[src/hw/rtl/leb_pkg.sv]
`timescale 1ns / 1ps

package leb_pkg;

	localparam int WORD_BITS  = 64;
	localparam int GROUP_BITS = 7;
	localparam int LEN_W      = 4;

	localparam logic [6:0] GROUP_MASK = 7'h7f;
	localparam logic [7:0] MORE_BIT   = 8'h80;

	localparam logic [1:0] ST_OK       = 2'd0;
	localparam logic [1:0] ST_TRUNC    = 2'd1;
	localparam logic [1:0] ST_OVERLONG = 2'd2;

	localparam logic [1:0] REG_DIRECTION = 2'd0;
	localparam logic [1:0] REG_SIGNED    = 2'd1;

	localparam logic DIR_ENCODE = 1'b0;
	localparam logic DIR_DECODE = 1'b1;

	typedef struct packed {
		logic [63:0] value_in;
		logic [3:0]  min_bytes;
		logic [7:0]  data_byte;
		logic        stream_end;
	} in_t;

	typedef struct packed {
		logic [7:0]  out_byte;
		logic [63:0] value_out;
		logic [3:0]  length;
		logic [1:0]  status;
		logic        last;
	} out_t;

	typedef struct packed {
		logic enc_load;
		logic enc_step;
		logic dec_step;
		logic dec_clear;
		logic signed_mode;
	} cmd_t;

	typedef struct packed {
		logic enc_last;
		logic dec_emit;
	} stat_t;

endpackage

[src/hw/rtl/leb_ctrl.sv]
`timescale 1ns / 1ps

module leb_ctrl import leb_pkg::*; (
	input  logic       clk,
	input  logic       arst_n,
	input  logic       cfg_we,
	input  logic [1:0] cfg_index,
	input  logic       cfg_data,
	input  logic       in_valid,
	output logic       in_ready,
	output logic       out_valid,
	input  logic       out_ready,
	output cmd_t       cmd,
	input  stat_t      stat
);

	typedef enum logic {
		S_IDLE,
		S_ENCODE
	} state_t;

	state_t state_q;
	logic   direction_q;
	logic   signed_q;
	logic   out_valid_q;
	logic   slot_free;
	logic   accept;

	assign slot_free = !out_valid_q || out_ready;
	assign in_ready  = (state_q == S_IDLE) && ((direction_q == DIR_ENCODE) || slot_free);
	assign accept    = in_valid && in_ready;
	assign out_valid = out_valid_q;

	always_comb begin
		cmd.enc_load    = accept && (direction_q == DIR_ENCODE);
		cmd.dec_step    = accept && (direction_q == DIR_DECODE);
		cmd.enc_step    = (state_q == S_ENCODE) && slot_free;
		cmd.dec_clear   = cfg_we && ((cfg_index == REG_DIRECTION) || (cfg_index == REG_SIGNED));
		cmd.signed_mode = signed_q;
	end

	always_ff @(posedge clk or negedge arst_n) begin
		if (!arst_n) begin
			state_q     <= S_IDLE;
			direction_q <= DIR_ENCODE;
			signed_q    <= 1'b0;
			out_valid_q <= 1'b0;
		end else begin
			if (cfg_we && cfg_index == REG_DIRECTION)
				direction_q <= cfg_data;
			if (cfg_we && cfg_index == REG_SIGNED)
				signed_q <= cfg_data;

			if (cmd.enc_step || (cmd.dec_step && stat.dec_emit))
				out_valid_q <= 1'b1;
			else if (out_ready)
				out_valid_q <= 1'b0;

			case (state_q)
				S_IDLE: begin
					if (cmd.enc_load)
						state_q <= S_ENCODE;
				end
				S_ENCODE: begin
					if (cmd.enc_step && stat.enc_last)
						state_q <= S_IDLE;
				end
				default: state_q <= S_IDLE;
			endcase
		end
	end

endmodule

[src/hw/rtl/leb_dp.sv]
`timescale 1ns / 1ps

module leb_dp import leb_pkg::*; #(
	parameter int VALUE_BITS = 64,
	parameter int MAX_BYTES  = 10
) (
	input  logic  clk,
	input  logic  arst_n,
	input  cmd_t  cmd,
	output stat_t stat,
	input  in_t   in_data,
	output out_t  out_data
);

	localparam logic [63:0]      VMASK   = {WORD_BITS{1'b1}} >> (WORD_BITS - VALUE_BITS);
	localparam logic [LEN_W-1:0] MAX_LEN = LEN_W'(MAX_BYTES);
	localparam logic [6:0]       VB7     = 7'(VALUE_BITS);

	logic [63:0]      v_q;
	logic [LEN_W-1:0] n_q;
	logic [LEN_W-1:0] min_q;
	logic [63:0]      acc_q;
	logic [6:0]       bitpos_q;
	logic [LEN_W-1:0] cnt_q;
	out_t             out_q;

	function automatic logic [63:0] sext(input logic [63:0] x);
		logic [63:0] r;
		r = x & VMASK;
		if (x[VALUE_BITS-1])
			r = r | ~VMASK;
		return r;
	endfunction

	// encode step
	logic [6:0]       code;
	logic [63:0]      v_next;
	logic             more;
	logic [LEN_W:0]   n_inc;
	logic             enc_cut;
	out_t             enc_res;

	always_comb begin
		code  = v_q[6:0];
		n_inc = {1'b0, n_q} + 1'b1;
		if (cmd.signed_mode) begin
			v_next = {{GROUP_BITS{v_q[63]}}, v_q[63:GROUP_BITS]};
			more   = ((v_next != '0) || code[6]) && ((v_next != '1) || !code[6]);
		end else begin
			v_next = {{GROUP_BITS{1'b0}}, v_q[63:GROUP_BITS]};
			more   = (n_inc < {1'b0, min_q}) || (v_next != '0);
		end
		enc_cut = more && (n_inc >= {1'b0, MAX_LEN});
		enc_res.value_out = '0;
		if (more && !enc_cut) begin
			enc_res.out_byte = {1'b0, code} | MORE_BIT;
			enc_res.length   = '0;
			enc_res.status   = ST_OK;
			enc_res.last     = 1'b0;
		end else begin
			enc_res.out_byte = {1'b0, code};
			enc_res.length   = n_inc[LEN_W-1:0];
			enc_res.status   = enc_cut ? ST_OVERLONG : ST_OK;
			enc_res.last     = 1'b1;
		end
	end

	// decode step
	logic [7:0]       b;
	logic [63:0]      acc_new;
	logic [6:0]       bp_new;
	logic [LEN_W:0]   cnt_inc;
	logic [63:0]      dec_val;
	out_t             dec_res;
	logic             dec_emit;

	always_comb begin
		b       = in_data.data_byte;
		cnt_inc = {1'b0, cnt_q} + 1'b1;
		bp_new  = bitpos_q + 7'(GROUP_BITS);
		acc_new = acc_q;
		if (bitpos_q < VB7)
			acc_new = acc_q | ({57'b0, b[6:0] & GROUP_MASK} << bitpos_q[5:0]);
		acc_new = acc_new & VMASK;
		dec_val = acc_new;
		if (cmd.signed_mode) begin
			if (bp_new < VB7) begin
				if (b[6])
					dec_val = acc_new | ({WORD_BITS{1'b1}} << bp_new[5:0]);
			end else begin
				dec_val = sext(acc_new);
			end
		end
		dec_res.out_byte = '0;
		dec_res.last     = 1'b1;
		if (in_data.stream_end) begin
			dec_emit          = (cnt_q != '0);
			dec_res.value_out = '0;
			dec_res.length    = cnt_q;
			dec_res.status    = ST_TRUNC;
		end else if (b[7]) begin
			dec_emit          = (cnt_inc >= {1'b0, MAX_LEN});
			dec_res.value_out = '0;
			dec_res.length    = MAX_LEN;
			dec_res.status    = ST_OVERLONG;
		end else begin
			dec_emit          = 1'b1;
			dec_res.value_out = dec_val;
			dec_res.length    = cnt_inc[LEN_W-1:0];
			dec_res.status    = ST_OK;
		end
	end

	assign stat.enc_last = enc_res.last;
	assign stat.dec_emit = dec_emit;
	assign out_data      = out_q;

	always_ff @(posedge clk) begin
		if (cmd.enc_load) begin
			v_q   <= cmd.signed_mode ? sext(in_data.value_in) : (in_data.value_in & VMASK);
			n_q   <= '0;
			min_q <= (in_data.min_bytes > MAX_LEN) ? MAX_LEN : in_data.min_bytes;
		end else if (cmd.enc_step) begin
			v_q <= v_next;
			n_q <= n_inc[LEN_W-1:0];
		end
		if (cmd.enc_step)
			out_q <= enc_res;
		else if (cmd.dec_step && dec_emit)
			out_q <= dec_res;
	end

	always_ff @(posedge clk or negedge arst_n) begin
		if (!arst_n) begin
			acc_q    <= '0;
			bitpos_q <= '0;
			cnt_q    <= '0;
		end else if (cmd.dec_clear || (cmd.dec_step && dec_emit)) begin
			acc_q    <= '0;
			bitpos_q <= '0;
			cnt_q    <= '0;
		end else if (cmd.dec_step && !in_data.stream_end) begin
			acc_q    <= acc_new;
			bitpos_q <= bp_new;
			cnt_q    <= cnt_inc[LEN_W-1:0];
		end
	end

endmodule

[src/hw/rtl/leb128_codec.sv]
`timescale 1ns / 1ps
// LEB128 codec, 64-bit values.
// Configuration: cfg_we writes cfg_data into register cfg_index
// (0 direction: 0 encode, 1 decode; 1 signed mode). Any write of a known
// register clears the decode state. Write only while the block is idle.
// Input (in_valid/in_ready, in_data): in encode mode one transaction is one
// value; in decode mode one transaction is one byte or a stream_end mark.
// Output (out_valid/out_ready, out_data): one transaction per encoded byte,
// or one per decoded value, truncated stream or overlong encoding.
// Encode: the value is loaded on acceptance; the sequencer then emits one
// byte per cycle into the output register while it is free. A new value
// is accepted once the last byte has been issued into the output register.
// Decode: one byte per cycle; a result is registered at the edge that
// accepts its final byte and shows the cycle after.
// A stalled receiver holds the output register; the sequencer and the byte
// input wait until it frees.
// Reset clears configuration to encode/unsigned, the decode state and the
// output valid.
module leb128_codec import leb_pkg::*; #(
	parameter int VALUE_BITS = 64,
	parameter int MAX_BYTES  = 10
) (
	input  logic       clk,
	input  logic       arst_n,
	input  logic       cfg_we,
	input  logic [1:0] cfg_index,
	input  logic       cfg_data,
	input  logic       in_valid,
	output logic       in_ready,
	input  in_t        in_data,
	output logic       out_valid,
	input  logic       out_ready,
	output out_t       out_data
);

	cmd_t  cmd;
	stat_t stat;

	leb_ctrl u_ctrl (
		.clk       (clk),
		.arst_n    (arst_n),
		.cfg_we    (cfg_we),
		.cfg_index (cfg_index),
		.cfg_data  (cfg_data),
		.in_valid  (in_valid),
		.in_ready  (in_ready),
		.out_valid (out_valid),
		.out_ready (out_ready),
		.cmd       (cmd),
		.stat      (stat)
	);

	leb_dp #(
		.VALUE_BITS (VALUE_BITS),
		.MAX_BYTES  (MAX_BYTES)
	) u_dp (
		.clk      (clk),
		.arst_n   (arst_n),
		.cmd      (cmd),
		.stat     (stat),
		.in_data  (in_data),
		.out_data (out_data)
	);

	a_last_len: assert property (@(posedge clk) disable iff (!arst_n)
		out_valid |-> (out_data.last == (out_data.length != '0)))
		else $error("length and last disagree");

	a_err_zero: assert property (@(posedge clk) disable iff (!arst_n)
		(out_valid && out_data.status != ST_OK) |-> (out_data.value_out == '0))
		else $error("error result carries a value");

	a_more_bit: assert property (@(posedge clk) disable iff (!arst_n)
		(out_valid && !out_data.last) |-> out_data.out_byte[7])
		else $error("non-final byte lacks continuation bit");

	a_len_max: assert property (@(posedge clk) disable iff (!arst_n)
		out_valid |-> (out_data.length <= LEN_W'(MAX_BYTES)))
		else $error("length beyond maximum");

endmodule
[config.mk]
export PLATFORM = sky130hd
export DESIGN_NAME = leb128_codec
export DESIGN_NICKNAME = d
export VERILOG_FILES = /design/src/hw/rtl/leb_pkg.sv /design/src/hw/rtl/leb_ctrl.sv /design/src/hw/rtl/leb_dp.sv /design/src/hw/rtl/leb128_codec.sv
export SDC_FILE = /design/constraint.sdc
export NUM_CORES = 1
export LEC_CHECK = 0
export BUFFER_PORTS_ARGS = -buffer_cell sky130_fd_sc_hd__buf_2
export CAP_MARGIN = 15
export CORE_MARGIN = 1.5
export CORE_UTILIZATION = 60
export DETAILED_ROUTE_END_ITERATION = 8
export PLACE_DENSITY = 0.85
export SETUP_SLACK_MARGIN = 0.4
export SLEW_MARGIN = 20
export SYNTH_ARGS = -nofsm -noshare
export SYNTH_HDL_FRONTEND = slang
export SYNTH_HIERARCHICAL = 1
export SYNTH_SLANG_ARGS = --single-unit
[constraint.sdc]
create_clock -name clk -period 5.26 [get_ports clk]
set_input_delay 0.263 -clock clk [delete_from_list [all_inputs] [get_ports clk]]
set_output_delay 0.263 -clock clk [all_outputs]
set_load 0.01 [all_outputs]
==> results.cfg, run 1 <==
[sta]
holdWs_ns = 0.0191
max_slew.worst_pin.slew_ns = 1.18
relSlewSlack = 0.215
finalSetupTns_ns = 0
rsz0062_at_grt = false
period_needed_ns = 3.38
hold_viol = 0
slew_viol_final = 0
post-route-period-util = 0.642
clock.fmax_mhz = 296
finClkSkew_ns = 0.0150
setup_violations = 0

[worst_setup_path]
cp_slowest_stage_delay_ns = 0.58
required_ns = 5.71
crit_fanout = 59
path_cells = nor2b_4 -> nor4bb_1 -> nand2_1 -> or3_2 -> buf_4 -> nor2_1 -> o21ai_0 -> o211ai_1
rr_worst_depth = 8
endpoint = u_dp/out_data[49]$_SDFFE_PP0P_
cp_slowest_cell = or3_2
crit_type = register to register
r2r_start = u_ctrl/out_valid$_DFFE_PN0P_
rrSetupSlack_ns = 1.88
critPathCaptureType = register
critPathLaunchType = register
reg2reg_to = u_dp/out_data[49]$_SDFFE_PP0P_
startpoint = u_ctrl/out_valid$_DFFE_PN0P_
arrival_ns = 3.83

[placed_design]
post_dp_cell_area_um2 = 12000
placement.io_buffers = 165
gp_congestion = 0.928
dp_hpwl_mm = 22.0

[job]
maxCapViolCount = 0

[final_layout]
layout_common_cells = buf_2 (165), nor2_1 (141), a21oi_1 (109)
n_antenna_cell = 0
multi_input_area_um2 = 4860
fin_nets = 1322
layout-drive-gt1-share = 0.245
post-route-util = 0.714
final_common_cell = buf_2
fillers = 1268
fin_area_um2 = 12900
seq_area_um2 = 5830
area_growth_pct = 16.2

[logic_synthesis]
netlist_area_um2 = 11100
syn-instance-count = 1084
synth-simple-area-share = 0.157
synth_fa_ha_area_frac = 0.0135
ys_seq_area_frac = 0.526
ys_types = 74
synthMuxAreaShare = 0.0841
avgSynthCellArea_um2 = 10.2
synth-xor-area-share = 0.0126
synth_top_family_by_area = compound AO/OA/AOI/OAI gates
yosysWarnings = 6
synth_edf_count = 83
synth_ff_type = edfxtp_1
synth-seq-cells = 230
synth_compound_area_frac = 0.169
synth-async-reset-ratio = 0.343
syn-num-nets = 1181

[clock_tree]
cts_made_buffers = 24
htreeDepth = 1
cts_tree = built
cts.sinks = 230
clock_path_buffers = 3
clkLatencyLatePin_ns = 0.53
clk_pin_slew_worst_paths_ns = 0.06
root_buffer = clkbuf_16

[grt]
antenna_found_initial = 0
grt_max_degree = 80
grt_overflow = 0
grt_pass1_vias = 9386
grtUsageTotal = 0.335
grt_pass1_wl_mm = 51.1

[min_path]
hp-class = input pin to register
min-delay-start = in_data[10]

[routing]
drc_errors = 0
drtAntennaViolNets = 0
avgViaCountPerCell = 6.57
firstDrtPassIters = 6
drt_iter0_drc = 1144
routedWlPerCell_um = 22.0
wl_mm = 32.3
num_vias = 9664

[die]
dieArea_um2 = 19300
dieHeight_um = 139
initial_core_util = 0.615
rows = 49
core_um2 = 18000
io-pin-count = 166
die_w_um = 139

[power_and_ir_drop]
leakagePower_nw = 5.47
total_power_mw = 5.49
power_density_nw_per_um2 = 426
ir_drop_mv = 0.362

[outcome]
status = complete, no violations
[per-stage QoR]
step           worst slack, ns  std cells
2_1_floorplan             2.58       1084
4_1_cts                   1.72       1470
5_1_grt                   1.67       1471
3_3_place_gp              1.89       1420
6_report                  1.88       1471
3_5_place_dp              1.75       1420
[flip-flops by register name, indices dropped and copies added, names as in the netlist]
| register | flops |
|---|---|
| u_ctrl/direction_q | 1 |
| u_ctrl/out_valid | 1 |
| u_ctrl/signed_q | 1 |
| u_ctrl/state_q | 1 |
| u_dp/acc_q | 64 |
| u_dp/bitpos_q | 7 |
| u_dp/cnt_q | 4 |
| u_dp/min_q | 4 |
| u_dp/n_q | 4 |
| u_dp/out_data | 79 |
| u_dp/v_q | 64 |
[per-layer routing]
metal / vias to the layer above / part of all wire / global-route usage / routed length (um)
met5: - / 0 / 0 / 0
met2: 654 / 0.46 / 0.534 / 14800
met1: 4608 / 0.38 / 0.447 / 12300
met3: 124 / 0.11 / 0.0590 / 3430
met4: 0 / 0.052 / 0.160 / 1680
li1: 4278 / - / - / -
[layout make-up]
cell class | instances | share of cell area
sequential | 230 | 0.453
multi-input combinational | 759 | 0.378
timing repair buffer | 186 | 0.0780
clock buffer | 37 | 0.0551
tap | 229 | 0.0223
clock inverter | 6 | 0.00709
inverter | 24 | 0.00700
[kinds of logic (layout without fill, tap and decap cells)]
kind of cell,Yosys count,count (layout)
muxes,80,80
DFF,230,230
adders and majority gates,12,12
AOI/OAI and AO/OA,284,284
xor gates and xnor gates,16,16
and+or+nand+nor,367,367
buffers and inverters,95,253
[worst min-delay path by stage]
stage / endpoint / slack (ns) / cells past startpoint
after floorplan: u_ctrl/direction_q$_DFFE_PN0P_ / -0.03 / 0
final: u_dp/min_q[1]$_SDFFCE_PN1P_ / 0.02 / 2
after detailed placement: u_dp/out_data[29]$_SDFFE_PP0P_ / 0.44 / 1
after global routing: u_dp/min_q[0]$_SDFFCE_PN0P_ / 0.02 / 2
after CTS: u_dp/v_q[63]$_DFFE_PP_ / 0.006 / 2
after global placement: u_dp/out_data[14]$_SDFFE_PP0P_ / 0.43 / 2
[critical path: cells and delay by family, from the launching register on]
| family | cells | cell delay [ns] |
|---|---|---|
| AO/OA/AOI/OAI | 2 | 0.34 |
| AND/OR/NAND/NOR | 5 | 2.21 |
| flip-flops | 1 | 0.38 |
| buffers and inverters | 1 | 0.33 |
[cells in the mapped netlist (all sizes together), types with 14 or more instances]
| master | number | area [um2] |
|---|---|---|
| inv | 23 | 86.3 |
| a31oi | 19 | 119 |
| buf | 37 | 205 |
| nand4 | 20 | 125 |
| nor2 | 141 | 529 |
| nand2b | 15 | 93.8 |
| dfrtp | 79 | 1980 |
| a221o | 21 | 210 |
| o21ai | 36 | 180 |
| nand3 | 15 | 75.1 |
| a21oi | 112 | 568 |
| clkbuf | 34 | 129 |
| nand2 | 85 | 319 |
| edfxtp | 83 | 2490 |
| mux2 | 66 | 751 |
| dfxtp | 68 | 1360 |
| nor4 | 17 | 106 |
| and2 | 14 | 87.6 |
| nor3 | 23 | 125 |
[repair_timing]
action,in CTS,in global routing
gates resized for setup,0,0
setup endpoints to repair,0,0
hold buffers,7,0
buffers inserted,0,0
endpoints found under the hold margin,83,0
[power by group]
group	switching (mW)	internal [mW]	total, mW
clock	0.689	1.02	1.71
combinational	0.751	0.473	1.22
sequential	0.256	2.30	2.55
total	1.70	3.79	5.49
Power figures use the tool's default switching activity.
==> inputs of run 2 (changes only) <==
--- a/config.mk
+++ b/config.mk
@@ -8,9 +8,9 @@
 export BUFFER_PORTS_ARGS = -buffer_cell sky130_fd_sc_hd__buf_2
 export CAP_MARGIN = 15
 export CORE_MARGIN = 1.5
-export CORE_UTILIZATION = 60
+export CORE_UTILIZATION = 57
 export DETAILED_ROUTE_END_ITERATION = 8
-export PLACE_DENSITY = 0.85
+export PLACE_DENSITY = 0.82
 export SETUP_SLACK_MARGIN = 0.4
 export SLEW_MARGIN = 20
 export SYNTH_ARGS = -nofsm -noshare
==> constraint.sdc (replaced) <==
create_clock -name clk -period 3.2 [get_ports clk]
set_input_delay 0.16 -clock clk [delete_from_list [all_inputs] [get_ports clk]]
set_output_delay 0.16 -clock clk [all_outputs]
set_load 0.01 [all_outputs]
==> results.cfg, run 2 (synthesis gave the netlist of run 1 again) <==
[final_layout]
fillers = 1284
reg_top3 = u_dp/out_data (79), u_dp/acc_q (64), u_dp/v_q (64)
final_common_cell = buf_2
area_growth_pct = 24.1
post-route-util = 0.728
fin_nets = 1413
layout-drive-gt1-share = 0.247
multi_input_area_um2 = 4870
seq_area_um2 = 5830
layout_common_cells = buf_2 (164), nor2_1 (140), a21oi_1 (109)
largest_register_ff_count = 79
n_antenna_cell = 0
largest-register = u_dp/out_data

[placed_design]
gp_congestion = 1.00
placement.io_buffers = 165
post-place-ws_ns = 0.527
dp_hpwl_mm = 22.3

[sta]
max_slew.worst_pin.slew_ns = 1.30
period_needed_ns = 2.70
clock.fmax_mhz = 371
finalSetupTns_ns = 0
relSlewSlack = 0.133
rsz0062_at_grt = true
setup_ws_ns = 0.502
post-route-period-util = 0.843
finClkSkew_ns = 0.0215
hold_viol = 0
slew_viol_final = 0
setup_violations = 0

[worst_setup_path]
path_cells = nor2b_4 -> nor4bb_1 -> buf_4 -> nand2_1 -> or3_2 -> nor2_1 -> o21ai_0 -> o211ai_1
startpoint = u_ctrl/out_valid$_DFFE_PN0P_
crit_family = simple AND/OR/NAND/NOR gates
crit_type = register to register
critPathBufInv = 1
r2r_start = u_ctrl/out_valid$_DFFE_PN0P_
rrSetupSlack_ns = 0.50
reg2reg_to = u_dp/out_data[52]$_SDFFE_PP0P_
critPathLaunchType = register
cp_slowest_cell = or3_2
cp_slowest_stage_delay_ns = 0.63
endpoint = u_dp/out_data[52]$_SDFFE_PP0P_
arrival_ns = 3.14
critPathCaptureType = register
required_ns = 3.65
rr_worst_depth = 8
path_depth = 8
crit_fanout = 16

[clock_tree]
clk_pin_slew_worst_paths_ns = 0.06
htreeDepth = 1
cts.sinks = 230
cts_made_buffers = 25
clock_path_buffers = 3
post_cts_buffers = 0
root_buffer = clkbuf_16
cts_tree = built
clkLatencyLatePin_ns = 0.52

[die]
dieHeight_um = 142
initial_core_util = 0.587
rows = 50
dieArea_um2 = 20300
core_um2 = 18900
die_w_um = 142
io-pin-count = 166

[routing]
drc_errors = 0
routedWlPerCell_um = 22.5
avgViaCountPerCell = 6.47
drt_iter0_drc = 1504
drtAntennaViolNets = 0
num_vias = 10300
wl_mm = 35.8
firstDrtPassIters = 7

[grt]
grt_max_degree = 80
grtUsageTotal = 0.355
grt_pass1_vias = 9976
antenna_found_initial = 1
grt_pass1_wl_mm = 55.2
grt_overflow = 0

[power_and_ir_drop]
p_seq_frac = 0.460
p_int_mw = 6.25
clkPwrFrac = 0.295
leakagePower_nw = 5.86
p_sw_frac = 0.324
ir_drop_mv = 0.586
comb_power_share = 0.245
power.switching_mw = 2.99
power_density_nw_per_um2 = 672

[min_path]
hp-class = input pin to register

[job]
maxCapViolCount = 0

[outcome]
status = complete, no violations
[run 2: cell types whose count changed in the layout (fill, tap and decap cells not counted), moves of 2 or more]
cell and delta:
clkinv_2 +4, clkbuf_8 -3, clkbuf_1 +2, buf_4 +23, bufinv_16 -2, clkbuf_16 +2
dlygate4sd3_1 +65, buf_12 +3
[run 2: routing by layer]
metal,vias to the layer above,share of wire,GRT usage
met5,-,0,0
met4,0,0.058,0.184
met3,188,0.12,0.0750
met2,800,0.47,0.570
met1,4862,0.36,0.453
li1,4470,-,-
[run 2: power groups by stage]
stage | Combinational (mW) | Clock, mW | Sequential [mW]
floorplan | 1.37 | 0 | 4.11
global placement | 2.00 | 0 | 4.17
detailed placement | 2.06 | 0 | 4.20
CTS | 2.14 | 2.72 | 4.16
global route | 2.40 | 2.88 | 4.28
finish | 2.27 | 2.73 | 4.25
[run 2: repair_timing]
action,in CTS,in global routing
endpoints found under the hold margin,150,0
gates resized for setup,0,2
endpoints found under the setup margin,0,43
hold buffers,72,0
[run 2: worst min-delay path by stage]
stage	from	endpoint	slack, ns	cells after the start
finish	in_data[37]	u_dp/v_q[24]$_DFFE_PP_	0.008	2
detailed placement	in_data[12]	u_dp/min_q[3]$_SDFFCE_PN1P_	0.38	1
CTS	in_data[37]	u_dp/v_q[24]$_DFFE_PP_	0.0004	2
global placement	in_data[12]	u_dp/min_q[3]$_SDFFCE_PN1P_	0.37	1
floorplan	arst_n	u_ctrl/direction_q$_DFFE_PN0P_	-0.14	0
global route	in_data[37]	u_dp/v_q[24]$_DFFE_PP_	0.008	2
[run 2: area by class of cell]
class | instances | area share
Clock buffer | 38 | 0.0528
Inverter | 24 | 0.00655
Clock inverter | 7 | 0.00255
Tap cell | 260 | 0.0236
Timing Repair Buffer | 276 | 0.137
Sequential cell | 230 | 0.424
Multi-Input combinational cell | 759 | 0.354
[run 2: stage by stage]
step | hold slack, ns | std cells | power [mW] | instance area (um2)
finish | 0.00766 | 1594 | 9.24 | 13800
global route | 0.00822 | 1594 | 9.56 | 13800
CTS | 0.000352 | 1594 | 9.01 | 13700
detailed placement | 0.380 | 1477 | 6.26 | 12300
global placement | 0.374 | 1477 | 6.17 | 12300
floorplan | -0.136 | 1084 | 5.48 | 11100
